$ cat config.mk
export PLATFORM = sky130hd
export DESIGN_NAME = command_packet_deframer
export DESIGN_NICKNAME = d
export VERILOG_FILES = /design/src/hdl/cpd_pkg.sv /design/src/hdl/cpd_ctrl.sv /design/src/hdl/cpd_dpath.sv /design/src/hdl/command_packet_deframer.sv
export VERILOG_INCLUDE_DIRS = /design/src /design/src/hdl
export SDC_FILE = /design/constraint.sdc
export NUM_CORES = 1
export LEC_CHECK = 0
export BUFFER_PORTS_ARGS = -buffer_cell sky130_fd_sc_hd__buf_2
export CORE_MARGIN = 4
export CORE_UTILIZATION = 65
export CTS_BUF_LIST = sky130_fd_sc_hd__clkbuf_16
export CTS_CLUSTER_SIZE = 12
export DETAILED_ROUTE_END_ITERATION = 12
export PLACE_DENSITY_LB_ADDON = 0.3
export SKIP_CTS_REPAIR_TIMING = 1
export SYNTH_ARGS = -nofsm -noshare
export SYNTH_HDL_FRONTEND = slang
export SYNTH_SLANG_ARGS = --single-unit
$ cat constraint.sdc
create_clock -name clk -period 6.9 [get_ports clk]
set_input_delay 0.345 -clock clk [delete_from_list [all_inputs] [get_ports clk]]
set_output_delay 0.345 -clock clk [all_outputs]
set_load 0.005 [all_outputs]
$ cat src/hdl/assert_macros.svh
// ----------------------------------------------------------------------------
// Assertion macros
// Shared concurrent assertion wrappers clocked on clk, with synchronous rst.
// ----------------------------------------------------------------------------
`ifndef ASSERT_MACROS_SVH
`define ASSERT_MACROS_SVH

// Check a property on every rising edge outside of reset.
`define ASSERT_CLK(lbl, prop) \
  lbl: assert property (@(posedge clk) disable iff (rst) prop) \
    else $error("%m: assertion failed");

// Check a property on every rising edge, reset included.
`define ASSERT_ALWAYS(lbl, prop) \
  lbl: assert property (@(posedge clk) prop) \
    else $error("%m: assertion failed");

`endif

$ cat src/hdl/cpd_pkg.sv
// ----------------------------------------------------------------------------
// cpd_pkg
// Types and constants shared by the packet deframer controller and datapath.
// ----------------------------------------------------------------------------
package cpd_pkg;

  // Payload buffer depth and derived widths
  localparam int MAX_PAYLOAD = 16;
  localparam int ADDR_W      = $clog2(MAX_PAYLOAD);
  localparam int CNT_W       = $clog2(MAX_PAYLOAD + 1);

  localparam logic [7:0] MAX_LEN_BYTE = 8'(MAX_PAYLOAD);

  // Configuration register indexes
  localparam logic [1:0] CFG_START_MARKER  = 2'd0;
  localparam logic [1:0] CFG_COMMAND_LIMIT = 2'd1;
  localparam logic [1:0] CFG_PAYLOAD_LIMIT = 2'd2;

  // Configuration reset values
  localparam logic [7:0] START_MARKER_RST  = 8'd60;
  localparam logic [8:0] COMMAND_LIMIT_RST = 9'd40;
  localparam logic [4:0] PAYLOAD_LIMIT_RST = 5'd16;

  typedef enum logic [2:0] {
    ST_HUNT,
    ST_CMD,
    ST_LEN,
    ST_DATA,
    ST_PREP,
    ST_EMIT
  } cpd_state_t;

  // Controller to datapath
  typedef struct packed {
    logic load_cmd;
    logic load_len;
    logic wr_en;
    logic clear;
    logic emit_load;
    logic idx_inc;
  } ctrl_cmd_t;

  // Datapath to controller
  typedef struct packed {
    logic start_hit;
    logic cmd_ok;
    logic len_ok;
    logic len_zero;
    logic frame_done;
    logic idx_last;
    logic out_free;
  } dp_status_t;

endpackage

$ cat src/hdl/cpd_ctrl.sv
// ----------------------------------------------------------------------------
// cpd_ctrl
// Frame parsing state machine: hunt, command, length, payload, drain.
// ----------------------------------------------------------------------------
module cpd_ctrl (
  input  logic               clk,
  input  logic               rst,
  input  logic               in_valid,
  output logic               in_stall,
  input  cpd_pkg::dp_status_t sts,
  output cpd_pkg::ctrl_cmd_t  cmd
);
  import cpd_pkg::*;

  `include "assert_macros.svh"

  cpd_state_t state;
  cpd_state_t state_next;
  logic       take;

  always_ff @(posedge clk) begin
    if (rst) begin
      state <= ST_HUNT;
    end else begin
      state <= state_next;
    end
  end

  always_comb begin
    state_next = state;
    cmd        = '0;
    in_stall   = (state == ST_PREP) || (state == ST_EMIT);
    take       = in_valid && !in_stall;
    case (state)
      ST_HUNT: begin
        if (take && sts.start_hit) begin
          state_next = ST_CMD;
        end
      end
      ST_CMD: begin
        if (take) begin
          if (sts.cmd_ok) begin
            cmd.load_cmd = 1'b1;
            state_next   = ST_LEN;
          end else begin
            cmd.clear  = 1'b1;
            state_next = ST_HUNT;
          end
        end
      end
      ST_LEN: begin
        if (take) begin
          if (sts.len_ok) begin
            cmd.load_len = 1'b1;
            state_next   = ST_DATA;
          end else begin
            cmd.clear  = 1'b1;
            state_next = ST_HUNT;
          end
        end
      end
      ST_DATA: begin
        if (take) begin
          // an empty frame swallows one byte and stores nothing
          cmd.wr_en = !sts.len_zero;
          if (sts.len_zero || sts.frame_done) begin
            state_next = ST_PREP;
          end
        end
      end
      ST_PREP: begin
        // wait for the buffer read of entry zero
        state_next = ST_EMIT;
      end
      ST_EMIT: begin
        if (sts.out_free) begin
          cmd.emit_load = 1'b1;
          if (sts.idx_last) begin
            cmd.clear  = 1'b1;
            state_next = ST_HUNT;
          end else begin
            cmd.idx_inc = 1'b1;
          end
        end
      end
      default: begin
        state_next = ST_HUNT;
      end
    endcase
  end

  `ASSERT_CLK(a_prep_to_emit, (state == ST_PREP) |=> (state == ST_EMIT))
  `ASSERT_CLK(a_last_ends_frame, (cmd.emit_load && sts.idx_last) |=> (state == ST_HUNT))
  `ASSERT_CLK(a_no_store_outside_data, cmd.wr_en |-> (state == ST_DATA))

endmodule

$ cat src/hdl/cpd_dpath.sv
// ----------------------------------------------------------------------------
// cpd_dpath
// Configuration registers, frame header registers, payload buffer and the
// output register.
// ----------------------------------------------------------------------------
module cpd_dpath (
  input  logic                       clk,
  input  logic                       rst,
  input  logic [7:0]                 rx_byte,
  input  logic                       cfg_valid,
  input  logic [1:0]                 cfg_index,
  input  logic [8:0]                 cfg_data,
  input  cpd_pkg::ctrl_cmd_t          cmd,
  output cpd_pkg::dp_status_t         sts,
  input  logic                       out_stall,
  output logic                       out_valid,
  output logic [7:0]                 command_code,
  output logic [cpd_pkg::CNT_W-1:0]  payload_length,
  output logic [cpd_pkg::ADDR_W-1:0] byte_index,
  output logic [7:0]                 payload_byte,
  output logic                       last
);
  import cpd_pkg::*;

  `include "assert_macros.svh"

  logic [7:0]        start_marker;
  logic [8:0]        command_limit;
  logic [4:0]        payload_limit;
  logic [7:0]        held_command;
  logic [CNT_W-1:0]  expected_length;
  logic [CNT_W-1:0]  received_count;
  logic [ADDR_W-1:0] idx;
  logic [ADDR_W-1:0] idx_next;
  logic [7:0]        rd_data;
  logic [7:0]        mem [MAX_PAYLOAD];

  // configuration writes; unknown indexes are ignored
  always_ff @(posedge clk) begin
    if (rst) begin
      start_marker  <= START_MARKER_RST;
      command_limit <= COMMAND_LIMIT_RST;
      payload_limit <= PAYLOAD_LIMIT_RST;
    end else if (cfg_valid) begin
      case (cfg_index)
        CFG_START_MARKER:  start_marker  <= cfg_data[7:0];
        CFG_COMMAND_LIMIT: command_limit <= cfg_data;
        CFG_PAYLOAD_LIMIT: payload_limit <= cfg_data[4:0];
        default: ;
      endcase
    end
  end

  always_comb begin
    idx_next = idx;
    if (cmd.clear || cmd.load_len) begin
      idx_next = '0;
    end else if (cmd.idx_inc) begin
      idx_next = idx + ADDR_W'(1);
    end
  end

  always_ff @(posedge clk) begin
    if (rst) begin
      held_command    <= '0;
      expected_length <= '0;
      received_count  <= '0;
      idx             <= '0;
    end else begin
      idx <= idx_next;
      if (cmd.clear) begin
        held_command    <= '0;
        expected_length <= '0;
        received_count  <= '0;
      end else begin
        if (cmd.load_cmd) begin
          held_command <= rx_byte;
        end
        if (cmd.load_len) begin
          expected_length <= CNT_W'(rx_byte);
          received_count  <= '0;
        end else if (cmd.wr_en) begin
          received_count <= received_count + CNT_W'(1);
        end
      end
    end
  end

  // payload buffer: one write port, one registered read port
  always_ff @(posedge clk) begin
    if (cmd.wr_en) begin
      mem[received_count[ADDR_W-1:0]] <= rx_byte;
    end
    rd_data <= mem[idx_next];
  end

  always_comb begin
    sts.start_hit  = (rx_byte == start_marker);
    sts.cmd_ok     = ({1'b0, rx_byte} < command_limit);
    sts.len_ok     = (rx_byte <= {3'b000, payload_limit}) && (rx_byte <= MAX_LEN_BYTE);
    sts.len_zero   = (expected_length == '0);
    sts.frame_done = ((received_count + CNT_W'(1)) >= expected_length);
    sts.idx_last   = sts.len_zero ||
                     ((CNT_W'(idx) + CNT_W'(1)) == expected_length);
    sts.out_free   = !out_valid || !out_stall;
  end

  always_ff @(posedge clk) begin
    if (rst) begin
      out_valid <= 1'b0;
    end else if (cmd.emit_load) begin
      out_valid <= 1'b1;
    end else if (!out_stall) begin
      out_valid <= 1'b0;
    end
  end

  always_ff @(posedge clk) begin
    if (cmd.emit_load) begin
      command_code   <= held_command;
      payload_length <= expected_length;
      byte_index     <= idx;
      payload_byte   <= sts.len_zero ? 8'd0 : rd_data;
      last           <= sts.idx_last;
    end
  end

  `ASSERT_CLK(a_no_overwrite, cmd.emit_load |-> !(out_valid && out_stall))
  `ASSERT_CLK(a_store_in_range, cmd.wr_en |-> (received_count < expected_length))
  `ASSERT_CLK(a_idx_in_frame, cmd.emit_load |-> (sts.len_zero ||
              (CNT_W'(idx) < expected_length)))

endmodule

$ cat src/hdl/command_packet_deframer.sv
// ----------------------------------------------------------------------------
// command_packet_deframer
// Start-byte, length-prefixed packet parser: buffers a frame's payload and
// replays it as one output word per payload byte (one zero word for an empty frame).
// ----------------------------------------------------------------------------
// Output: after the frame's last byte is taken, the PREP state reads buffer
//   entry zero and the EMIT state loads the first word into the output register.
// Throughput: one input byte per cycle while parsing; during drain the input
//   stalls and, while the output does not stall, one output word leaves per
//   cycle through the single read port of the payload buffer; an empty frame
//   still emits one zero word.
// Reset: rst (synchronous) returns to hunting, clears the header registers and
//   loads the register defaults; the payload buffer is not cleared.
module command_packet_deframer (
  input  logic                       clk,
  input  logic                       rst,
  // byte input channel
  input  logic                       in_valid,
  output logic                       in_stall,
  input  logic [7:0]                 rx_byte,
  // result channel
  output logic                       out_valid,
  input  logic                       out_stall,
  output logic [7:0]                 command_code,
  output logic [cpd_pkg::CNT_W-1:0]  payload_length,
  output logic [cpd_pkg::ADDR_W-1:0] byte_index,
  output logic [7:0]                 payload_byte,
  output logic                       last,
  // configuration write channel
  input  logic                       cfg_valid,
  output logic                       cfg_ready,
  input  logic [1:0]                 cfg_index,
  input  logic [8:0]                 cfg_data
);
  import cpd_pkg::*;

  ctrl_cmd_t  cmd;
  dp_status_t sts;

  // registers take a write in any cycle
  assign cfg_ready = 1'b1;

  // sequence the frame phases and the drain of the buffer
  cpd_ctrl u_ctrl (
    .clk      (clk),
    .rst      (rst),
    .in_valid (in_valid),
    .in_stall (in_stall),
    .sts      (sts),
    .cmd      (cmd)
  );

  // hold configuration, header, payload buffer and the output word
  cpd_dpath u_dpath (
    .clk            (clk),
    .rst            (rst),
    .rx_byte        (rx_byte),
    .cfg_valid      (cfg_valid && cfg_ready),
    .cfg_index      (cfg_index),
    .cfg_data       (cfg_data),
    .cmd            (cmd),
    .sts            (sts),
    .out_stall      (out_stall),
    .out_valid      (out_valid),
    .command_code   (command_code),
    .payload_length (payload_length),
    .byte_index     (byte_index),
    .payload_byte   (payload_byte),
    .last           (last)
  );

endmodule
==> results of run 1 <==
[logic make-up after synthesis]
logic type / Yosys count / share of synthesized area [%]
buffers and inverters: 65 / 3.32
other: 1 / 0.0401
DFF: 210 / 61.4
muxes: 57 / 6.35
AOI/OAI and AO/OA: 157 / 12.9
and+or+nand+nor: 198 / 11.1
xor gates and xnor gates: 21 / 2.05
adders and majority gates: 22 / 2.94
[per-layer routing]
| layer | up-vias | share of wire (%) |
|---|---|---|
| met5 | - | 0 |
| met4 | 0 | 2.0 |
| met3 | 38 | 7.8 |
| met2 | 267 | 48 |
| met1 | 3078 | 42 |
| li1 | 2842 | - |
[worst max path at each step]
stage                          to  cells after the start  slack (ps)      startpoint
2_1_floorplan  u_dpath.rd_data[3]                     10        4220  u_dpath.idx[0]
3_3_place_gp   u_dpath.rd_data[5]                     11        2380  u_dpath.idx[1]
3_5_place_dp   u_dpath.rd_data[5]                     11        2250  u_dpath.idx[1]
4_1_cts        u_dpath.rd_data[5]                     11        2220  u_dpath.idx[1]
5_1_grt        u_dpath.rd_data[4]                     11        1890  u_dpath.idx[1]
6_report       u_dpath.rd_data[5]                     11        2220  u_dpath.idx[1]
[layout by cell type (no fill, tap or decap), types with 16 or more instances in the layout]
cell,netlist,final
sky130_fd_sc_hd__edfxtp_1,154,154
sky130_fd_sc_hd__dfxtp_1,56,56
sky130_fd_sc_hd__nor2_1,54,54
sky130_fd_sc_hd__buf_2,7,51
sky130_fd_sc_hd__nand2_1,43,43
sky130_fd_sc_hd__mux2i_1,40,40
sky130_fd_sc_hd__inv_1,25,37
sky130_fd_sc_hd__clkbuf_16,0,23
sky130_fd_sc_hd__ha_1,22,22
sky130_fd_sc_hd__o21ai_0,21,21
sky130_fd_sc_hd__a21oi_1,19,19
sky130_fd_sc_hd__mux2_2,16,16
[final cells by class]
| cell class | count | share of cell area, % |
|---|---|---|
| multi-input cells | 456 | 31.9 |
| clock buffers | 23 | 5.55 |
| flip-flops and latches | 210 | 55.4 |
| well taps | 180 | 2.17 |
| clock inverters | 17 | 0.869 |
| repair buffers | 61 | 3.19 |
| inverters | 25 | 0.905 |
[metrics by stage]
| step | area (um2) | hold WS [ps] | cells |
|---|---|---|---|
| 2_1_floorplan | 9360 | 408 | 731 |
| 3_3_place_gp | 9700 | 414 | 932 |
| 3_5_place_dp | 9700 | 417 | 932 |
| 4_1_cts | 10400 | 69.7 | 972 |
| 5_1_grt | 10400 | 87.0 | 972 |
| 6_report | 10400 | 82.2 | 972 |
[where the power goes]
group | switching [mW] | internal, mW
Sequential | 0.00359 | 1.36
Combinational | 0.0495 | 0.0222
Clock | 0.455 | 0.633
[registers in the layout, summed over array words and instances (netlist names), 5 cells and up]
register	cells
u_dpath.payload_limit	5
u_dpath.command_limit	9
u_dpath.received_count	5
u_dpath.expected_length	5
u_dpath.payload_length	5
u_dpath.payload_byte	8
u_dpath.rd_data	8
u_dpath.start_marker	8
u_dpath.mem	128
u_dpath.held_command	8
u_dpath.command_code	8
[tightest hold or removal path, delay by kind of cell]
| kind | cells | cell delay (ps) |
|---|---|---|
| AND/OR/NAND/NOR | 2 | 110 |
| buffers and inverters | 1 | 90 |
==> reports/results.md, run 1 <==
| Parameter | This run |
|:---|:---|
| Outcome | complete, no violations |
| Storage cell area | 5750 um2 |
| Count of TritonRoute iterations in the first routing pass | 5 |
| Vias in the first global route | 6135 |
| Synthesis warning total | 0 |
| CP dominant cell by count | sky130_fd_sc_hd__buf_4 |
| Setup repair after global routing missed its margin | false |
| Final-layout fill cell count | 920 |
| DR WL/cell | 21.8 um |
| Kind of cell adding the most delay to the critical path | flip-flops |
| Layout area overhead | 10.7% |
| Final Cycle Share | 67.8% |
| Leak pwr | 3.67 nW |
| Pin count of the biggest net entering global routing | 35 |
| Remaining global-route overflow | 0 |
| Clock Path Buffers | 3 |
| Hold WC Path Type | input port to flop |
| Number of design rule violations left after detail routing | 0 |
| Time the worst path needs with I/O delays and setup | 4680 ps |
| Util after Layout | 74.1% |
| Peak supply drop | 0.216 mV |
| Worst-path fanout max | 24 |
| Commonest cells post-synth | sky130_fd_sc_hd__edfxtp_1, sky130_fd_sc_hd__dfxtp_1, sky130_fd_sc_hd__nor2_1 |
| Final setup violating endpoints | 0 |
| Net count, final | 822 |
| Number of antenna-violating nets in the routed design | 0 |
| Critical path endpoint category | flop |
| Post-synthesis sequential element count | 210 |
| Number of cells on the worst reg-to-reg path | 11 |
| Achievable Freq | 0.214 GHz |
| Count of antenna diodes in the layout | 0 |
| Data arrival, critical path | 5030 ps |
| GRT met1 Usage | 36.4% |
| Post-synth top area cell | sky130_fd_sc_hd__edfxtp_1 |
| Share of synthesized area occupied by flip-flops and latches | 61.4% |
| Worst reg2reg path startpoint | u_dpath.idx[1] |
| GR Layer Usage met3 | 4.92% |
| Multi-input gate area | 3300 um2 |
| Number of unique standard cell types used by synthesis | 76 |
| Normalized max-slew margin | 19.3% |
| Die outline height | 128 um |
| Worst reg-to-reg setup slack | 2220 ps |
| Starting density of the core | 66.9% |
| Hold violation count in the final report | 0 |
| Avg Inst Size Synth | 12.8 um2 |
| Number of vias per cell | 6.40 |
| Chip width | 128 um |
| Post-CTS clock slew at the launch and capture registers of the worst setup and hold paths | 60 ps |
| Sum of buffers and inverters on the critical path | 2 |
| Net count after synthesis | 777 |
| Req. time, crit path | 7260 ps |
| Share of final-layout standard cells stronger than drive strength 1 | 17.9% |
| Commonest register cell after synthesis | sky130_fd_sc_hd__edfxtp_1 |
| Estimated wirelength of the detail-placed design | 13800 um |
| Critical path cell sequence | ha_1 -> xor2_1 -> nor2_2 -> nand3_2 -> o21ai_2 -> buf_4 -> mux2i_2 -> buf_4 -> and2b_2 -> a2111oi_1 -> o32ai_1 |
| Critical-path top delay cell | sky130_fd_sc_hd__dfxtp_1 |
| Cell count of the worst hold path | 3 |
| Area of the die | 16400 um2 |
| Clock latency reported for the late side of the worst-skew pair | 500 ps |
| Port bufs | 51 |
| Clk_skew | 9.81 ps |
| Root cell of the clock tree | sky130_fd_sc_hd__clkbuf_16 |
| Fraction of registers with async set or reset after synthesis | 0% |
| Tot Pwr | 2.52 mW |
| DRT Wirelength | 21200 um |
| TritonCTS clock tree | done |
| Most common cell in the netlist | sky130_fd_sc_hd__edfxtp_1 |
| Antenna violations before repair | 0 |
| 1st-iter DRT viols | 750 |
| Standard cell core area | 14000 um2 |
| Worst Min Path Start | cfg_data[5] |
| Final Max Slew Viols | 0 |
| I/O pin count | 53 |
| TritonCTS buffer count | 22 |
| Number of H-tree branching levels | 1 |
| Placer Congestion | 0.942 |
| Cell area after synthesis | 9360 um2 |
| Gate count after technology mapping | 731 |
| Leading cell types by total area after synthesis | sky130_fd_sc_hd__edfxtp_1, sky130_fd_sc_hd__dfxtp_1, sky130_fd_sc_hd__mux2i_1, sky130_fd_sc_hd__ha_1, sky130_fd_sc_hd__nor2_1 |
| Most Crowded Layer GR | met2 |
| First-pass GRT wire length | 33400 um |
| Final setup TNS | 0 ps |
| Critical Path Max Stage Delay | 970 ps |
| Number of vias after detailed routing | 6225 |
| M2 GR Usage | 42.6% |
| Proportion of netlist area held by the largest area contributor | 49.4% |
| Max-Cap Viols | 0 |
| Worst-case setup slack after placement | 2250 ps |
| Total GRT Usage | 26.1% |
| Nature of the critical path startpoint | flop |
| Total number of clock tree sinks | 210 |
| Hold endpoint | u_dpath.command_limit[5] |
| EDFF count, synth | 154 |
| Classification of the worst setup path | flop to flop |
| Cell area power density | 243 nW/um2 |
| FF-to-FF End | u_dpath.rd_data[5] |
| Worst Setup Slack, final | 2220 ps |
| Row cnt | 43 |
| Least-Margin Pin Slew | 1200 ps |
(Power assumes the default switching activity.)
==> run 2: changes to the inputs <==
Settings changed: CORE_UTILIZATION 65 to 61.
Clock period 6.9 ns to 4.69 ns, I/O delays scaled along.
==> run 2 against run 1 <==
Non-clock buffer count is 5 higher. Routed wire length is 1.7% higher. Critical endpoint is now u_dpath.rd_data[1]. Critical path type unchanged. Largest power group unchanged. Clock skew hardly changed.
==> reports/results.md, run 2 (same netlist as run 1, synthesis figures left out) <==
| Parameter | This run |
|:---|:---|
| Outcome | complete, no violations |
| Chip width | 132 um |
| TritonCTS buffer count | 22 |
| Setup repair after global routing missed its margin | false |
| Number of H-tree branching levels | 1 |
| Nature of the critical path startpoint | flop |
| First element of the critical path | u_dpath.idx[0] |
| Final setup violating endpoints | 0 |
| Vias in the first global route | 5970 |
| Final-layout fill cell count | 1041 |
| Leak pwr | 3.70 nW |
| Placer Congestion | 0.901 |
| Normalized max-slew margin | 15.5% |
| Worst reg2reg path startpoint | u_dpath.idx[0] |
| Pin count of the biggest net entering global routing | 30 |
| Final Cycle Share | 75.6% |
| Row cnt | 45 |
| Time the worst path needs with I/O delays and setup | 3550 ps |
| Number of vias after detailed routing | 6171 |
| Total number of clock tree sinks | 210 |
| Clock latency reported for the late side of the worst-skew pair | 500 ps |
| Root cell of the clock tree | sky130_fd_sc_hd__clkbuf_16 |
| Number of design rule violations left after detail routing | 0 |
| Final Max Slew Viols | 0 |
| Layout area overhead | 11.1% |
| Clock Path Buffers | 3 |
| TritonCTS clock tree | done |
| Clk_skew | 10.0 ps |
| Hold violation count in the final report | 0 |
| Worst reg-to-reg setup slack | 1140 ps |
| Peak supply drop | 0.258 mV |
| Most frequent standard cell in the layout excluding fill and tap cells | sky130_fd_sc_hd__edfxtp_1 |
| Max-Cap Viols | 0 |
| Cell count of the worst hold path | 3 |
| Antenna violations before repair | 0 |
| Final setup TNS | 0 ps |
| Cell area power density | 350 nW/um2 |
| Port bufs | 51 |
| Least-Margin Pin Slew | 1260 ps |
| Number of cells on the worst reg-to-reg path | 9 |
| Estimated wirelength of the detail-placed design | 14300 um |
| I/O pin count | 53 |
| Number of vias per cell | 6.26 |
| First-pass GRT wire length | 33600 um |
| Worst-path fanout max | 17 |
| Achievable Freq | 0.282 GHz |
| DR WL/cell | 21.9 um |
| Critical path endpoint | u_dpath.rd_data[1] |
| Share of final-layout standard cells stronger than drive strength 1 | 18.4% |
| Largest register FFs | 128 |
| Area of the die | 17400 um2 |
| FF-to-FF End | u_dpath.rd_data[1] |
| DRT Wirelength | 21600 um |
| Count of antenna diodes in the layout | 0 |
| Util after Layout | 68.9% |
| Hold WC Path Type | input port to flop |
| Total GRT Usage | 24.2% |
| 1st-iter DRT viols | 427 |
| Remaining global-route overflow | 0 |
| Data arrival, critical path | 3940 ps |
| Critical path endpoint category | flop |
| Post-CTS clock slew at the launch and capture registers of the worst setup and hold paths | 60 ps |
| Net count, final | 827 |
| Worst slack on hold paths | 6.29 ps |
| Count of TritonRoute iterations in the first routing pass | 6 |
| Standard cell core area | 15100 um2 |
| Number of antenna-violating nets in the routed design | 0 |
| Req. time, crit path | 5090 ps |
| Most frequent cells in the layout | sky130_fd_sc_hd__edfxtp_1, sky130_fd_sc_hd__dfxtp_1, sky130_fd_sc_hd__nor2_1, sky130_fd_sc_hd__buf_2, sky130_fd_sc_hd__nand2_1 |
| Classification of the worst setup path | flop to flop |
| Starting density of the core | 62.0% |
| Die outline height | 132 um |
## run 2: changes by cell type in the layout (fill, tap and decap cells not counted)
cell                            previous run  this run
sky130_fd_sc_hd__clkinv_2                  0         3
sky130_fd_sc_hd__dlygate4sd3_1             0         3
sky130_fd_sc_hd__buf_4                    10        12
sky130_fd_sc_hd__bufinv_16                 1         0
sky130_fd_sc_hd__clkinv_1                  4         1
sky130_fd_sc_hd__nor3_2                    0         1
sky130_fd_sc_hd__nor3_1                   15        14
sky130_fd_sc_hd__inv_1                    37        38
## run 2: worst min-delay path by stage
stage	endpoint	from	slack (ps)
finish	u_dpath.command_limit[6]	cfg_data[6]	6
global route	u_dpath.command_limit[1]	cfg_data[1]	5
CTS	u_dpath.start_marker[5]	cfg_data[5]	-40
detailed placement	u_dpath.command_code[7]	u_dpath.held_command[7]	420
global placement	u_dpath.command_code[6]	u_dpath.held_command[6]	420
floorplan	u_dpath.mem[0][0]	rx_byte[0]	330
## run 2: critical path, stage by stage (launching register included)
cell,delay (ps)
sky130_fd_sc_hd__dfxtp_1,640
sky130_fd_sc_hd__ha_1,320
sky130_fd_sc_hd__and3b_1,200
sky130_fd_sc_hd__o31a_1,240
sky130_fd_sc_hd__o21ai_1,80
sky130_fd_sc_hd__o21ai_1,790
sky130_fd_sc_hd__or2_1,600
sky130_fd_sc_hd__a22o_2,260
sky130_fd_sc_hd__a2111oi_0,60
sky130_fd_sc_hd__o32ai_1,260
## run 2: power breakdown
group | total (mW) | internal, mW | switching, mW
clock network | 1.53 | 0.878 | 0.656
registers | 2.00 | 1.99 | 0.00555
logic | 0.109 | 0.0353 | 0.0735
total | 3.64 | 2.91 | 0.735
## run 2: layout make-up
cell class	instances	area, um2	area share (%)
Sequential cell	210	5750	55.2
Inverter	25	93.8	0.902
Tap cell	188	235	2.26
Timing Repair Buffer	66	375	3.61
Clock inverter	17	67.6	0.650
Multi-Input combinational cell	456	3310	31.8
Clock buffer	23	576	5.53
## run 2: routing by layer
metal / up-vias / track usage [%] / wire length (um)
met3: 36 / 3.66 / 1480
met5: - / 0 / 0
met2: 257 / 41.6 / 10700
li1: 2844 / - / -
met1: 3034 / 32.8 / 8960
met4: 0 / 5.72 / 430
## run 2: per-stage QoR
stage	total power [mW]	setup slack (ps)	cell area (um2)	cells
final	3.64	1140	10400	985
after global routing	3.75	836	10400	985
after CTS	3.66	1150	10400	982
after detailed placement	2.14	1200	9720	942
after global placement	2.14	1360	9720	942
after floorplan	2.09	2010	9360	731
